## src/manchester_transmitter_with_pilot_unit_assert.svh

```systemverilog
// ----------------------------------------------------------------------------
// Assertion macros for the Manchester transmitter with pilot
// Concurrent checks, compiled out when ASSERT_OFF is defined.
// ----------------------------------------------------------------------------
`ifndef MANCHESTER_TRANSMITTER_WITH_PILOT_UNIT_ASSERT_SVH
`define MANCHESTER_TRANSMITTER_WITH_PILOT_UNIT_ASSERT_SVH

`ifndef ASSERT_OFF
// property holds at every clock edge outside reset
`define MTP_ASSERT(label, clk, rst, prop) \
   label: assert property (@(posedge clk) disable iff (rst) (prop)) \
      else $error("assertion failed");
// consequent holds in the cycle after the antecedent
`define MTP_ASSERT_NEXT(label, clk, rst, ante, cons) \
   label: assert property (@(posedge clk) disable iff (rst) (ante) |=> (cons)) \
      else $error("assertion failed");
`else
`define MTP_ASSERT(label, clk, rst, prop)
`define MTP_ASSERT_NEXT(label, clk, rst, ante, cons)
`endif

`endif

```

## src/mtp_pkg.sv

```systemverilog
// ----------------------------------------------------------------------------
// mtp_pkg
// Types and constants shared by the Manchester transmitter modules.
// ----------------------------------------------------------------------------
`default_nettype none

package mtp_pkg;

   // loader progress
   typedef enum logic [1:0] {
      MODE_DIGITS = 2'd0,
      MODE_BITS   = 2'd1,
      MODE_SEND   = 2'd2
   } mode_type;

   // queued work for the line driver
   typedef enum logic [1:0] {
      KIND_WRITE = 2'd0,
      KIND_START = 2'd1,
      KIND_TICK  = 2'd2
   } kind_type;

   typedef struct packed {
      kind_type kind;
      logic     bit_val;
   } cmd_type;

   localparam int CMD_W = $bits(cmd_type);

   // line segments
   localparam logic [1:0] SEG_PILOT = 2'd0;
   localparam logic [1:0] SEG_GAP   = 2'd1;
   localparam logic [1:0] SEG_DATA  = 2'd2;

   // received characters
   localparam logic [7:0] CHAR_ZERO = 8'd48;
   localparam logic [7:0] CHAR_ONE  = 8'd49;
   localparam logic [7:0] CHAR_TWO  = 8'd50;
   localparam logic [7:0] CHAR_NINE = 8'd57;

   localparam logic [1:0] COUNT_DIGITS = 2'd3;

   // configuration registers
   localparam int PILOT_W = 9;
   localparam int GAP_W   = 4;
   localparam int CSR_W   = 9;
   localparam logic [PILOT_W-1:0] PILOT_RESET = 9'd400;
   localparam logic [GAP_W-1:0]   GAP_RESET   = 4'd4;
   localparam logic CSR_PILOT = 1'b0;
   localparam logic CSR_GAP   = 1'b1;

endpackage

`default_nettype wire

```

## src/mtp_front.sv

```systemverilog
// ----------------------------------------------------------------------------
// mtp_front
// Accepts requests, loads the bit count, and queues store writes, the start
// marker and transmit ticks for the line driver.
// ----------------------------------------------------------------------------
`default_nettype none

module mtp_front #(
   parameter int MAX_BITS = 1024
) (
   input  wire logic                          clock,
   input  wire logic                          reset,
   input  wire logic                          req_valid,
   output logic                               req_ready,
   input  wire logic                          action,
   input  wire logic [7:0]                    rx_char,
   input  wire logic                          q_full,
   output logic                               q_push,
   output mtp_pkg::cmd_type                   q_cmd,
   output logic [$clog2(MAX_BITS)-1:0]        q_addr,
   output logic [$clog2(MAX_BITS+1)-1:0]      message_bits
);

   localparam int CW = $clog2(MAX_BITS + 1);
   localparam int AW = $clog2(MAX_BITS);
   localparam int NW = CW + 4;

   mtp_pkg::mode_type mode_ff, mode_in;
   logic [1:0]        digits_left_ff, digits_left_in;
   logic [CW-1:0]     message_bits_ff, message_bits_in;
   logic [CW-1:0]     write_pos_ff, write_pos_in;
   logic              accept;
   logic [NW-1:0]     count_next;

   assign req_ready    = !q_full;
   assign accept       = req_valid && req_ready;
   assign message_bits = message_bits_ff;

   // times ten plus the new digit
   assign count_next = {message_bits_ff, 3'b000} + {1'b0, message_bits_ff, 1'b0}
                       + NW'(rx_char[3:0]);

   always_comb begin
      mode_in         = mode_ff;
      digits_left_in  = digits_left_ff;
      message_bits_in = message_bits_ff;
      write_pos_in    = write_pos_ff;
      q_push          = 1'b0;
      q_cmd.kind      = mtp_pkg::KIND_TICK;
      q_cmd.bit_val   = rx_char[0];
      q_addr          = write_pos_ff[AW-1:0];
      if (accept) begin
         if (action) begin
            if (mode_ff == mtp_pkg::MODE_SEND) begin
               q_push = 1'b1;
            end
         end else begin
            case (mode_ff)
               mtp_pkg::MODE_DIGITS: begin
                  if (rx_char inside {[mtp_pkg::CHAR_ZERO:mtp_pkg::CHAR_NINE]}) begin
                     message_bits_in = (count_next > NW'(MAX_BITS)) ? CW'(MAX_BITS)
                                                                     : count_next[CW-1:0];
                     if (digits_left_ff != 2'd0) begin
                        digits_left_in = digits_left_ff - 2'd1;
                     end
                     if (digits_left_in == 2'd0) begin
                        mode_in = mtp_pkg::MODE_BITS;
                     end
                  end
               end
               mtp_pkg::MODE_BITS: begin
                  if (rx_char == mtp_pkg::CHAR_ZERO || rx_char == mtp_pkg::CHAR_ONE) begin
                     // drop bits past the store depth
                     if (write_pos_ff < CW'(MAX_BITS)) begin
                        q_push       = 1'b1;
                        q_cmd.kind   = mtp_pkg::KIND_WRITE;
                        write_pos_in = write_pos_ff + CW'(1);
                     end
                  end else if (rx_char == mtp_pkg::CHAR_TWO) begin
                     q_push     = 1'b1;
                     q_cmd.kind = mtp_pkg::KIND_START;
                     mode_in    = mtp_pkg::MODE_SEND;
                  end
               end
               default: begin
               end
            endcase
         end
      end
   end

   always_ff @(posedge clock) begin
      if (reset) begin
         mode_ff         <= mtp_pkg::MODE_DIGITS;
         digits_left_ff  <= mtp_pkg::COUNT_DIGITS;
         message_bits_ff <= '0;
         write_pos_ff    <= '0;
      end else begin
         mode_ff         <= mode_in;
         digits_left_ff  <= digits_left_in;
         message_bits_ff <= message_bits_in;
         write_pos_ff    <= write_pos_in;
      end
   end

endmodule

`default_nettype wire

```

## src/mtp_queue.sv

```systemverilog
// ----------------------------------------------------------------------------
// mtp_queue
// Two-entry queue between the request front and the line driver.
// ----------------------------------------------------------------------------
`default_nettype none

`include "manchester_transmitter_with_pilot_unit_assert.svh"

module mtp_queue #(
   parameter int DW = 13
) (
   input  wire logic          clock,
   input  wire logic          reset,
   input  wire logic          push,
   input  wire logic [DW-1:0] push_data,
   output logic               full,
   input  wire logic          pop,
   output logic               not_empty,
   output logic [DW-1:0]      pop_data
);

   logic [DW-1:0] entry_ff [2];
   logic          wr_ptr_ff, wr_ptr_in;
   logic          rd_ptr_ff, rd_ptr_in;
   logic [1:0]    count_ff, count_in;

   assign full      = (count_ff == 2'd2);
   assign not_empty = (count_ff != 2'd0);
   assign pop_data  = entry_ff[rd_ptr_ff];

   always_comb begin
      wr_ptr_in = push ? !wr_ptr_ff : wr_ptr_ff;
      rd_ptr_in = pop ? !rd_ptr_ff : rd_ptr_ff;
      count_in  = count_ff + {1'b0, push} - {1'b0, pop};
   end

   always_ff @(posedge clock) begin
      if (push) begin
         entry_ff[wr_ptr_ff] <= push_data;
      end
   end

   always_ff @(posedge clock) begin
      if (reset) begin
         wr_ptr_ff <= 1'b0;
         rd_ptr_ff <= 1'b0;
         count_ff  <= 2'd0;
      end else begin
         wr_ptr_ff <= wr_ptr_in;
         rd_ptr_ff <= rd_ptr_in;
         count_ff  <= count_in;
      end
   end

   `MTP_ASSERT(a_no_overflow, clock, reset, !(push && full && !pop))
   `MTP_ASSERT(a_no_underflow, clock, reset, !(pop && !not_empty))
   `MTP_ASSERT_NEXT(a_count_grows, clock, reset, push && !pop, count_ff == $past(count_ff) + 2'd1)

endmodule

`default_nettype wire

```

## src/mtp_back.sv

```systemverilog
// ----------------------------------------------------------------------------
// mtp_back
// Line driver: holds the bit store, runs pilot, gap and Manchester data,
// and drives the registered result stage.
// ----------------------------------------------------------------------------
`default_nettype none

`include "manchester_transmitter_with_pilot_unit_assert.svh"

module mtp_back #(
   parameter int MAX_BITS = 1024
) (
   input  wire logic                                clock,
   input  wire logic                                reset,
   input  wire logic [mtp_pkg::PILOT_W-1:0]         pilot_ticks,
   input  wire logic [mtp_pkg::GAP_W-1:0]           gap_ticks,
   input  wire logic [$clog2(MAX_BITS+1)-1:0]       message_bits,
   input  wire logic                                q_valid,
   input  wire mtp_pkg::cmd_type                    q_cmd,
   input  wire logic [$clog2(MAX_BITS)-1:0]         q_addr,
   output logic                                     q_pop,
   output logic                                     rsp_valid,
   input  wire logic                                rsp_ready,
   output logic                                     line_level,
   output logic [1:0]                               segment
);

   localparam int CW = $clog2(MAX_BITS + 1);
   localparam int AW = $clog2(MAX_BITS);

   logic                        bit_store [MAX_BITS];
   logic                        rd_data_ff;
   logic                        mem_we;
   logic [CW-1:0]               fill_ff, fill_in;
   logic [mtp_pkg::PILOT_W-1:0] preamble_pos_ff, preamble_pos_in;
   logic [mtp_pkg::GAP_W-1:0]   gap_left_ff, gap_left_in;
   logic                        second_half_ff, second_half_in;
   logic [CW-1:0]               read_pos_ff, read_pos_in;
   logic [CW-1:0]               read_pos_inc;
   logic                        rsp_valid_ff, rsp_valid_in;
   logic                        level_ff, level_in;
   logic [1:0]                  seg_ff, seg_in;
   logic                        out_free;
   logic                        cur_bit;
   logic                        tick_pop;

   assign out_free     = !rsp_valid_ff || rsp_ready;
   assign q_pop        = q_valid && (q_cmd.kind != mtp_pkg::KIND_TICK || out_free);
   assign tick_pop     = q_pop && (q_cmd.kind == mtp_pkg::KIND_TICK);
   assign rsp_valid    = rsp_valid_ff;
   assign line_level   = level_ff;
   assign segment      = seg_ff;
   // entries at or past the fill count were never written and read as zero
   assign cur_bit      = rd_data_ff && (read_pos_ff < fill_ff);
   assign read_pos_inc = read_pos_ff + CW'(1);

   always_comb begin
      mem_we          = 1'b0;
      fill_in         = fill_ff;
      preamble_pos_in = preamble_pos_ff;
      gap_left_in     = gap_left_ff;
      second_half_in  = second_half_ff;
      read_pos_in     = read_pos_ff;
      rsp_valid_in    = rsp_valid_ff && !rsp_ready;
      level_in        = level_ff;
      seg_in          = seg_ff;
      if (q_pop) begin
         case (q_cmd.kind)
            mtp_pkg::KIND_WRITE: begin
               mem_we  = 1'b1;
               fill_in = CW'(q_addr) + CW'(1);
            end
            mtp_pkg::KIND_START: begin
               gap_left_in = gap_ticks;
            end
            mtp_pkg::KIND_TICK: begin
               rsp_valid_in = 1'b1;
               if (preamble_pos_ff < pilot_ticks) begin
                  level_in        = preamble_pos_ff[0];
                  seg_in          = mtp_pkg::SEG_PILOT;
                  preamble_pos_in = preamble_pos_ff + mtp_pkg::PILOT_W'(1);
               end else if (gap_left_ff != '0) begin
                  level_in    = 1'b0;
                  seg_in      = mtp_pkg::SEG_GAP;
                  gap_left_in = gap_left_ff - mtp_pkg::GAP_W'(1);
               end else begin
                  seg_in = mtp_pkg::SEG_DATA;
                  if (message_bits == '0 || read_pos_ff >= message_bits) begin
                     // hold the line low
                     level_in    = 1'b0;
                     read_pos_in = '0;
                  end else begin
                     level_in       = cur_bit ^ second_half_ff;
                     second_half_in = !second_half_ff;
                     if (second_half_ff) begin
                        read_pos_in = (read_pos_inc >= message_bits) ? '0 : read_pos_inc;
                     end
                  end
               end
            end
            default: begin
            end
         endcase
      end
   end

   // prefetch the bit at the next read position
   always_ff @(posedge clock) begin
      if (mem_we) begin
         bit_store[q_addr] <= q_cmd.bit_val;
      end
      rd_data_ff <= bit_store[read_pos_in[AW-1:0]];
   end

   always_ff @(posedge clock) begin
      level_ff <= level_in;
      seg_ff   <= seg_in;
   end

   always_ff @(posedge clock) begin
      if (reset) begin
         fill_ff         <= '0;
         preamble_pos_ff <= '0;
         gap_left_ff     <= mtp_pkg::GAP_RESET;
         second_half_ff  <= 1'b0;
         read_pos_ff     <= '0;
         rsp_valid_ff    <= 1'b0;
      end else begin
         fill_ff         <= fill_in;
         preamble_pos_ff <= preamble_pos_in;
         gap_left_ff     <= gap_left_in;
         second_half_ff  <= second_half_in;
         read_pos_ff     <= read_pos_in;
         rsp_valid_ff    <= rsp_valid_in;
      end
   end

   `MTP_ASSERT(a_half_in_range, clock, reset, !second_half_ff || (read_pos_ff < message_bits))
   `MTP_ASSERT(a_fill_bound, clock, reset, fill_ff <= CW'(MAX_BITS))
   `MTP_ASSERT_NEXT(a_tick_gives_rsp, clock, reset, tick_pop, rsp_valid_ff)

endmodule

`default_nettype wire

```

## src/manchester_transmitter_with_pilot_unit.sv

```systemverilog
// ----------------------------------------------------------------------------
// manchester_transmitter_with_pilot_unit
// Loads a message from received characters, then drives pilot preamble, low
// gap and Manchester-coded message bits, one line level per transmit tick.
//
//   channel  direction  tdata (low bit up)                 tuser
//   req_     in         rx_char[7:0]                       action
//   rsp_     out        line_level, 7 zeros                segment[1:0]
//   csr_     in         index 0 pilot_ticks, 1 gap_ticks   -
//
// One request per cycle sustained while rsp_ is not stalled; a tick passes
// through the queue entry and the registered result stage to reach rsp_.
// The rate is set by the tick update in the line driver, with the store read
// prefetched at the next read position. Reset is synchronous; unwritten
// store entries are masked by a fill count, so no clearing pass runs.
// A stalled rsp_ holds ticks in the two-entry queue, then drops req_tready.
// ----------------------------------------------------------------------------
`default_nettype none

module manchester_transmitter_with_pilot_unit #(
   parameter int MAX_BITS = 1024
) (
   input  wire logic                        clock,
   input  wire logic                        reset,
   input  wire logic                        req_tvalid,
   output logic                             req_tready,
   input  wire logic [7:0]                  req_tdata,   // rx_char[7:0]
   input  wire logic                        req_tuser,   // action
   output logic                             rsp_tvalid,
   input  wire logic                        rsp_tready,
   output logic [7:0]                       rsp_tdata,   // line_level, pad
   output logic [1:0]                       rsp_tuser,   // segment[1:0]
   input  wire logic                        csr_wr_en,
   input  wire logic                        csr_index,
   input  wire logic [mtp_pkg::CSR_W-1:0]   csr_wdata
);

   localparam int CW = $clog2(MAX_BITS + 1);
   localparam int AW = $clog2(MAX_BITS);
   localparam int DW = AW + mtp_pkg::CMD_W;

   logic [mtp_pkg::PILOT_W-1:0] pilot_ff;
   logic [mtp_pkg::GAP_W-1:0]   gap_ff;
   logic                        q_full;
   logic                        q_push;
   logic                        q_pop;
   logic                        q_valid;
   mtp_pkg::cmd_type            push_cmd;
   logic [AW-1:0]               push_addr;
   logic [DW-1:0]               pop_data;
   logic [CW-1:0]               message_bits;
   logic                        line_level;
   logic [1:0]                  segment;

   always_ff @(posedge clock) begin
      if (reset) begin
         pilot_ff <= mtp_pkg::PILOT_RESET;
         gap_ff   <= mtp_pkg::GAP_RESET;
      end else if (csr_wr_en) begin
         case (csr_index)
            mtp_pkg::CSR_PILOT: pilot_ff <= csr_wdata[mtp_pkg::PILOT_W-1:0];
            mtp_pkg::CSR_GAP:   gap_ff   <= csr_wdata[mtp_pkg::GAP_W-1:0];
            default: begin
            end
         endcase
      end
   end

   mtp_front #(
      .MAX_BITS (MAX_BITS)
   ) u_front (
      .clock        (clock),
      .reset        (reset),
      .req_valid    (req_tvalid),
      .req_ready    (req_tready),
      .action       (req_tuser),
      .rx_char      (req_tdata),
      .q_full       (q_full),
      .q_push       (q_push),
      .q_cmd        (push_cmd),
      .q_addr       (push_addr),
      .message_bits (message_bits)
   );

   mtp_queue #(
      .DW (DW)
   ) u_queue (
      .clock     (clock),
      .reset     (reset),
      .push      (q_push),
      .push_data ({push_addr, push_cmd}),
      .full      (q_full),
      .pop       (q_pop),
      .not_empty (q_valid),
      .pop_data  (pop_data)
   );

   mtp_back #(
      .MAX_BITS (MAX_BITS)
   ) u_back (
      .clock        (clock),
      .reset        (reset),
      .pilot_ticks  (pilot_ff),
      .gap_ticks    (gap_ff),
      .message_bits (message_bits),
      .q_valid      (q_valid),
      .q_cmd        (mtp_pkg::cmd_type'(pop_data[mtp_pkg::CMD_W-1:0])),
      .q_addr       (pop_data[DW-1:mtp_pkg::CMD_W]),
      .q_pop        (q_pop),
      .rsp_valid    (rsp_tvalid),
      .rsp_ready    (rsp_tready),
      .line_level   (line_level),
      .segment      (segment)
   );

   assign rsp_tdata = {7'b0000000, line_level};
   assign rsp_tuser = segment;

endmodule

`default_nettype wire
```

## config.mk

```make
export PLATFORM = sky130hd
export DESIGN_NAME = manchester_transmitter_with_pilot_unit
export DESIGN_NICKNAME = d
export VERILOG_FILES = /design/src/mtp_pkg.sv /design/src/mtp_front.sv /design/src/mtp_queue.sv /design/src/mtp_back.sv /design/src/manchester_transmitter_with_pilot_unit.sv
export VERILOG_INCLUDE_DIRS = /design/src /design/src/src
export SDC_FILE = /design/constraint.sdc
export NUM_CORES = 2
export LEC_CHECK = 0
export BUFFER_PORTS_ARGS = -buffer_cell sky130_fd_sc_hd__clkbuf_2
export CORE_MARGIN = 3
export CORE_UTILIZATION = 45
export CTS_CLUSTER_DIAMETER = 60
export CTS_CLUSTER_SIZE = 10
export DETAILED_ROUTE_END_ITERATION = 16
export GPL_ROUTABILITY_DRIVEN = 0
export PLACE_DENSITY = 0.56
export SYNTH_ARGS = -nofsm -noshare
export SYNTH_HDL_FRONTEND = slang
export SYNTH_SLANG_ARGS = --single-unit
```

## constraint.sdc

```tcl
create_clock -name clock -period 12.76 [get_ports clock]
set_clock_uncertainty 0.05 [all_clocks]
set_input_delay 1.276 -clock clock [delete_from_list [all_inputs] [get_ports clock]]
set_output_delay 1.276 -clock clock [all_outputs]
set_load 0.05 [all_outputs]
```

After elaboration in Yosys (flattened, before gate mapping) --
Memories as Yosys holds them, arrays and structs flattened. A register that Yosys moved wholly into a read port is not among the register bits. Index checks and enable logic that the tools add are counted.
Cells by class: eq/ne operators 15, reduce and logical (&&, ||, !) cells 36, magnitude comparators 8, mux-type cells 48, bitwise operators 6, add/sub/neg operators 10
Operators by type and width (count):
- $mux 11 | 4
- $mux 10 | 4
- $mux 2 | 16
- $eq 8x6->1 const B | 3
- $add 11x1->11 const B | 2
- $ge 11x11->1 | 2
- $mux 1 | 20
- $add 14x12->15 | 1
- $add 15x4->15 | 1
- $gt 15x11->1 const B | 1
- $reduce_and 5->1 | 3
- $add 10x1->11 const B | 1
- $logic_not 11->1 | 1
- $lt 11x11->1 | 1
- $lt 11x11->1 const B | 1
- $reduce_bool 2->1 | 5
- $add 9x1->9 const B | 1
- $lt 9x9->1 | 1
- $ge 8x6->1 const B | 1
- $le 8x6->1 const B | 1
- $mux 4 | 2
- $ne 2x2->1 const B | 4
- $pmux 4 s2 | 1
- $reduce_and 2->1 | 4
- 18 further kinds | 42
Storage, ports and cells: RAM bits 1050, logic and storage cells 143, bits in registers 83, bits of input ports 24, output and inout bits 12, memories kept 2
Memory list:
- u_back.bit_store | depth 1024, bits a word 1, rd ports 1, clocked after memory_dff 1, write ports 1, line mtp_back.sv:31 | logic bit_store [MAX_BITS];
- u_queue.entry_ff | depth 2, bits a word 13, rd ports 1, clocked after memory_dff 1, write ports 1, line mtp_queue.sv:22 | logic [DW-1:0] entry_ff [2];

Longest topological paths before layout --
depth after elaboration 10, mapped depth 25, mapped depth without buffers 20

Hierarchy --
A second synthesis with hierarchy kept.
Second synthesis, totals: cell total of the unflattened synthesis 4847, area total of the unflattened synthesis 52146.3 sq um
Modules (own cells, without submodules):
- mtp_back | cells each 4480, seq. area each 31600.3 sq um, area an instance 48330.1 sq um, times used 1
- mtp_front | cells each 244, seq. area each 520.5 sq um, area an instance 2011.9 sq um, times used 1
- mtp_queue | cells each 61, seq. area each 880.8 sq um, area an instance 1194.9 sq um, times used 1
- manchester_transmitter_with_pilot_unit | cells each 62, seq. area each 260.2 sq um, area an instance 609.3 sq um, times used 1

Worst setup path after synthesis --
Ideal clock, no wire load.
path kind register to register, start reg with a tool-made name, end mem u_back.bit_store[0], data pin, path slack 3.029 ns, data required time 11.088 ns, setup time 1.622 ns, clock period less this slack 9.731 ns, stages on the path, launching flop included 4, arrival 8.059 ns, buffers on the path 2, path through dfxtp_1 -> clkbuf_1 -> clkbuf_1 -> mux2_2
RTL lines (line):
- end: declaration | mtp_back.sv:31

==> impl_results.md <==
- Status: finished, final reports clean
- Critical Path End Type: register
- Largest net degree at the start of global routing: 264
- Min Tclk post-route: 8.28 ns
- Share of cells above drive strength 1: 7.57%
- Register area share after synthesis: 63.9%
- Worst endpoint required time: 13.40 ns
- Xor-xnor portion of the synthesized cell area: 0.640%
- Clk_lat worst skew: 0.74 ns
- Chip height: about 350 microns
- Final Max Slew Viols: 0
- Share of power burned in registers: 52.6%
- First-pass GRT wire length: 251000 microns
- Initial Util: 45.4%
- Global route total overflow: 0
- Sw Ratio: between 10% and 20%
- Worst-Margin Slew: between 1 and 1.5 ns
- Internal: slightly above 6 mW
- Synth Flop Type: edfxtp_1
- Psw: 1.51 mW
- Number of cell rows: 124
- Fmax: roughly 120 MHz
- Area contributors post-synth: edfxtp_1 (61%), nor2_1 (8.3%), nand2_1 (6.4%)
- RSZ-0062 raised after global routing: no
- Unique masters post-synth: 84
- CTS HTree Levels: 4
- Largest family of logic cells by synthesized area: simple AND/OR/NAND/NOR gates
- Initial DRC Count: 5303
- Post-synthesis mux area share: under 10%
- Cell taking the most area after synthesis: edfxtp_1
- Yosys reg bits: roughly 1.1k
- CTS tree: built
- CTS clock-pin slew for the worst setup and hold paths: approximately 0.06 ns
- Area of the die: 120000 sq um
- Worst Path Arrival: 8.92 ns
- Synth Area in Compound Gates: approximately 6.9%
- Final count of hold timing violations: 0
- EDFF count, synth: 1053
- Antenna viol nets, final: 0
- Hold Buf Count CTS: 0
- Max_slew headroom: just under 8%
- DPL Wire Length: 92700 microns
- Critical path's slowest cell: dfxtp_1
- Worst hold path type: reg -> reg
- Final nets: 4906
- Root Driver: clkbuf_16
- Setup Buffers After CTS: 0
- Antenna violations before repair: 2
- Post-cts sizing count: 0
- PD cells: 133 nW/um^2
- WL final: about 170000 microns
- Post-synth top area share: around three fifths
- Count leader, synth: nor2_1
- Final Util: 50.1%
- Fillers: approximately 11k
- Synth Area per Inst: about 11 sq um
- Synth Instances: 4940
- Post-Synth Adder-Cell Area: under 10%
- Final worst-path cycle share: between 60 and 70%
- Critical path class: reg -> reg
- Top cells by count, synth: nor2_1 (1146), edfxtp_1 (1053), nand2_1 (891), nand3_1 (276), clkbuf_1 (209)
- GRT Overall Usage: between 20% and 30%
- Area of the multi-input gates: 17100 sq um
- Reg area: approximately 33000 sq um
- TNS Setup: 0 ns
- Mapped Area: 52000 sq um
- Core region area: 115000 sq um
- FFs w/ async S/R, synth: 0%
- Clock tree buffer depth: 3
- Worst VDD drop: 0.0947 mV
- Worst path max stage delay: 0.98 ns
- Comb pwr share: 0.3%
- Wirelength per Cell: 27.3 microns
- Die Width: between 300 and 400 microns
- Max_cap viols: 0
- Vias in the first global route: 36.3k
- Max FO, Critical Path: between 50 and 60
- Clk pwr share: 47.1%
- PortBufs: 28
- Clock Sinks: 1135
- Vias: 38.6k
- Final setup fails: 0
- Vias per cell: 6.06
- Post-Synth Simple-Gate Area: between 20% and 30%
- I/O pin count: 36
- Leakage power: 18.6 nW
- Area growth, synth to finish: 10.4%
- Critical-path cell list: mux2i_1 -> ha_1 -> inv_2 -> or3_1 -> nor2_1 -> o21ai_1 -> o21ai_0 -> and2_4 -> buf_4 -> buf_4 -> a21oi_1 -> a221oi_1 -> a21oi_1 -> o22ai_1 -> o211ai_1 -> a211o_1 -> nor4_1 -> or4_1
- Hold WS: 0.397 ns
- Num CTS Buffers: 137
- # DRC: 0
- Ys Warns: 0
- 1st-pass router iterations: 6
- Startpoint types: register
==> final cells by class <==
cell class,instances,area share (%)
Timing Repair Buffer,127,1.67
Inverter,52,0.340
Tap cell,1512,3.30
Sequential cell,1135,58.0
Clock inverter,18,0.344
Multi-Input combinational cell,3354,29.8
Clock buffer,178,6.57
Antenna cell,1,0.00436
==> cell families after synthesis <==
| kind of cell | count (synthesis) |
|---|---|
| mux | 115 |
| compound gates | 542 |
| simple gates | 2577 |
| other cells | 1 |
| fa+ha+maj | 75 |
| buf+inv | 457 |
| flops | 1135 |
| xor+xnor | 38 |
==> state kept, by name (all words and copies together), names as in the netlist, named ones only <==
| register | cells |
|---|---|
| u_back.bit_store | 1024 |
| u_queue.entry_ff | 26 |
| u_back.fill_ff | 11 |
| u_back.read_pos_ff | 11 |
| u_front.message_bits | 11 |
| u_front.write_pos_ff | 11 |
| pilot_ff | 9 |
| u_back.preamble_pos_ff | 9 |
| gap_ff | 4 |
| u_back.gap_left_ff | 4 |
| u_back.segment | 2 |
| u_front.digits_left_ff | 2 |
| u_front.mode_ff | 2 |
| u_queue.count_ff | 2 |
| u_back.line_level | 1 |
| u_back.rd_data_ff | 1 |
| u_back.rsp_valid | 1 |
| u_back.second_half_ff | 1 |
| u_queue.rd_ptr_ff | 1 |
| u_queue.wr_ptr_ff | 1 |
==> power by group through the flow <==
stage | sequential (mW) | clock [mW] | combinational (mW)
after floorplan | 4.08 | 0 | 0.0190
after detailed placement | 4.08 | 0 | 0.0255
after global placement | 4.08 | 0 | 0.0252
after global routing | 4.01 | 3.78 | 0.0287
after CTS | 4.01 | 3.63 | 0.0256
final | 4.01 | 3.59 | 0.0253
==> placed cells by master, fill, tap and decap left out, types with 20 or more instances in the layout <==
cell / count
nand4_1: 65
a22oi_1: 39
and3_1: 72
dfxtp_1: 82
o21ai_0: 41
buf_4: 93
nor2_1: 1144
a32oi_1: 25
nand3_1: 244
inv_1: 51
mux2i_1: 106
clkbuf_1: 31
xnor2_1: 20
clkbuf_2: 28
nand3_2: 23
clkbuf_16: 145
ha_1: 73
edfxtp_1: 1053
a31oi_1: 91
a211oi_1: 44
nor3_1: 30
nand2_1: 888
a21oi_1: 158
==> worst max-delay path, delay by kind of cell (launching register included) <==
kind / cells / cell delay [ns]
AND/OR/NAND/NOR: 5 / 2.45
flip-flops: 1 / 0.98
buffers and inverters: 3 / 1.50
adder cells (fa/ha/maj): 1 / 0.34
AO/OA/AOI/OAI: 8 / 2.52
multiplexers: 1 / 0.32
==> path summary, 6_finish.rpt <==
path                                           from                                      to  slack (ns)  depth (start not counted)
max                                        register               u_back.rd_data_ff$_DFF_P_        4.48                         18
min          u_front.digits_left_ff[1]$_SDFFE_PP1P_  u_front.digits_left_ff[0]$_SDFFE_PP1P_        0.40                          2
max reg2reg                                register               u_back.rd_data_ff$_DFF_P_        4.48                         18
min reg2reg  u_front.digits_left_ff[1]$_SDFFE_PP1P_  u_front.digits_left_ff[0]$_SDFFE_PP1P_        0.40                          2
==> layer usage <==
metal / track usage [%] / vias up / part of all wire (%)
met2: 44.5 / 1835 / 46
met3: 4.80 / 362 / 8.9
met4: 11.4 / 0 / 4.3
met1: 39.5 / 19400 / 41
met5: 0 / - / 0
li1: - / 17000 / -
==> per-stage QoR <==
step | power, mW | cells | worst slack (ns) | cell area (sq um)
global route | 7.81 | 6376 | 4.06 | 57400
finish | 7.62 | 6377 | 4.48 | 57400
global placement | 4.11 | 6180 | 4.81 | 53400
detailed placement | 4.11 | 6180 | 4.74 | 53400
CTS | 7.67 | 6376 | 4.70 | 57400
floorplan | 4.10 | 4946 | 3.03 | 52000
(Power assumes the default switching activity.)
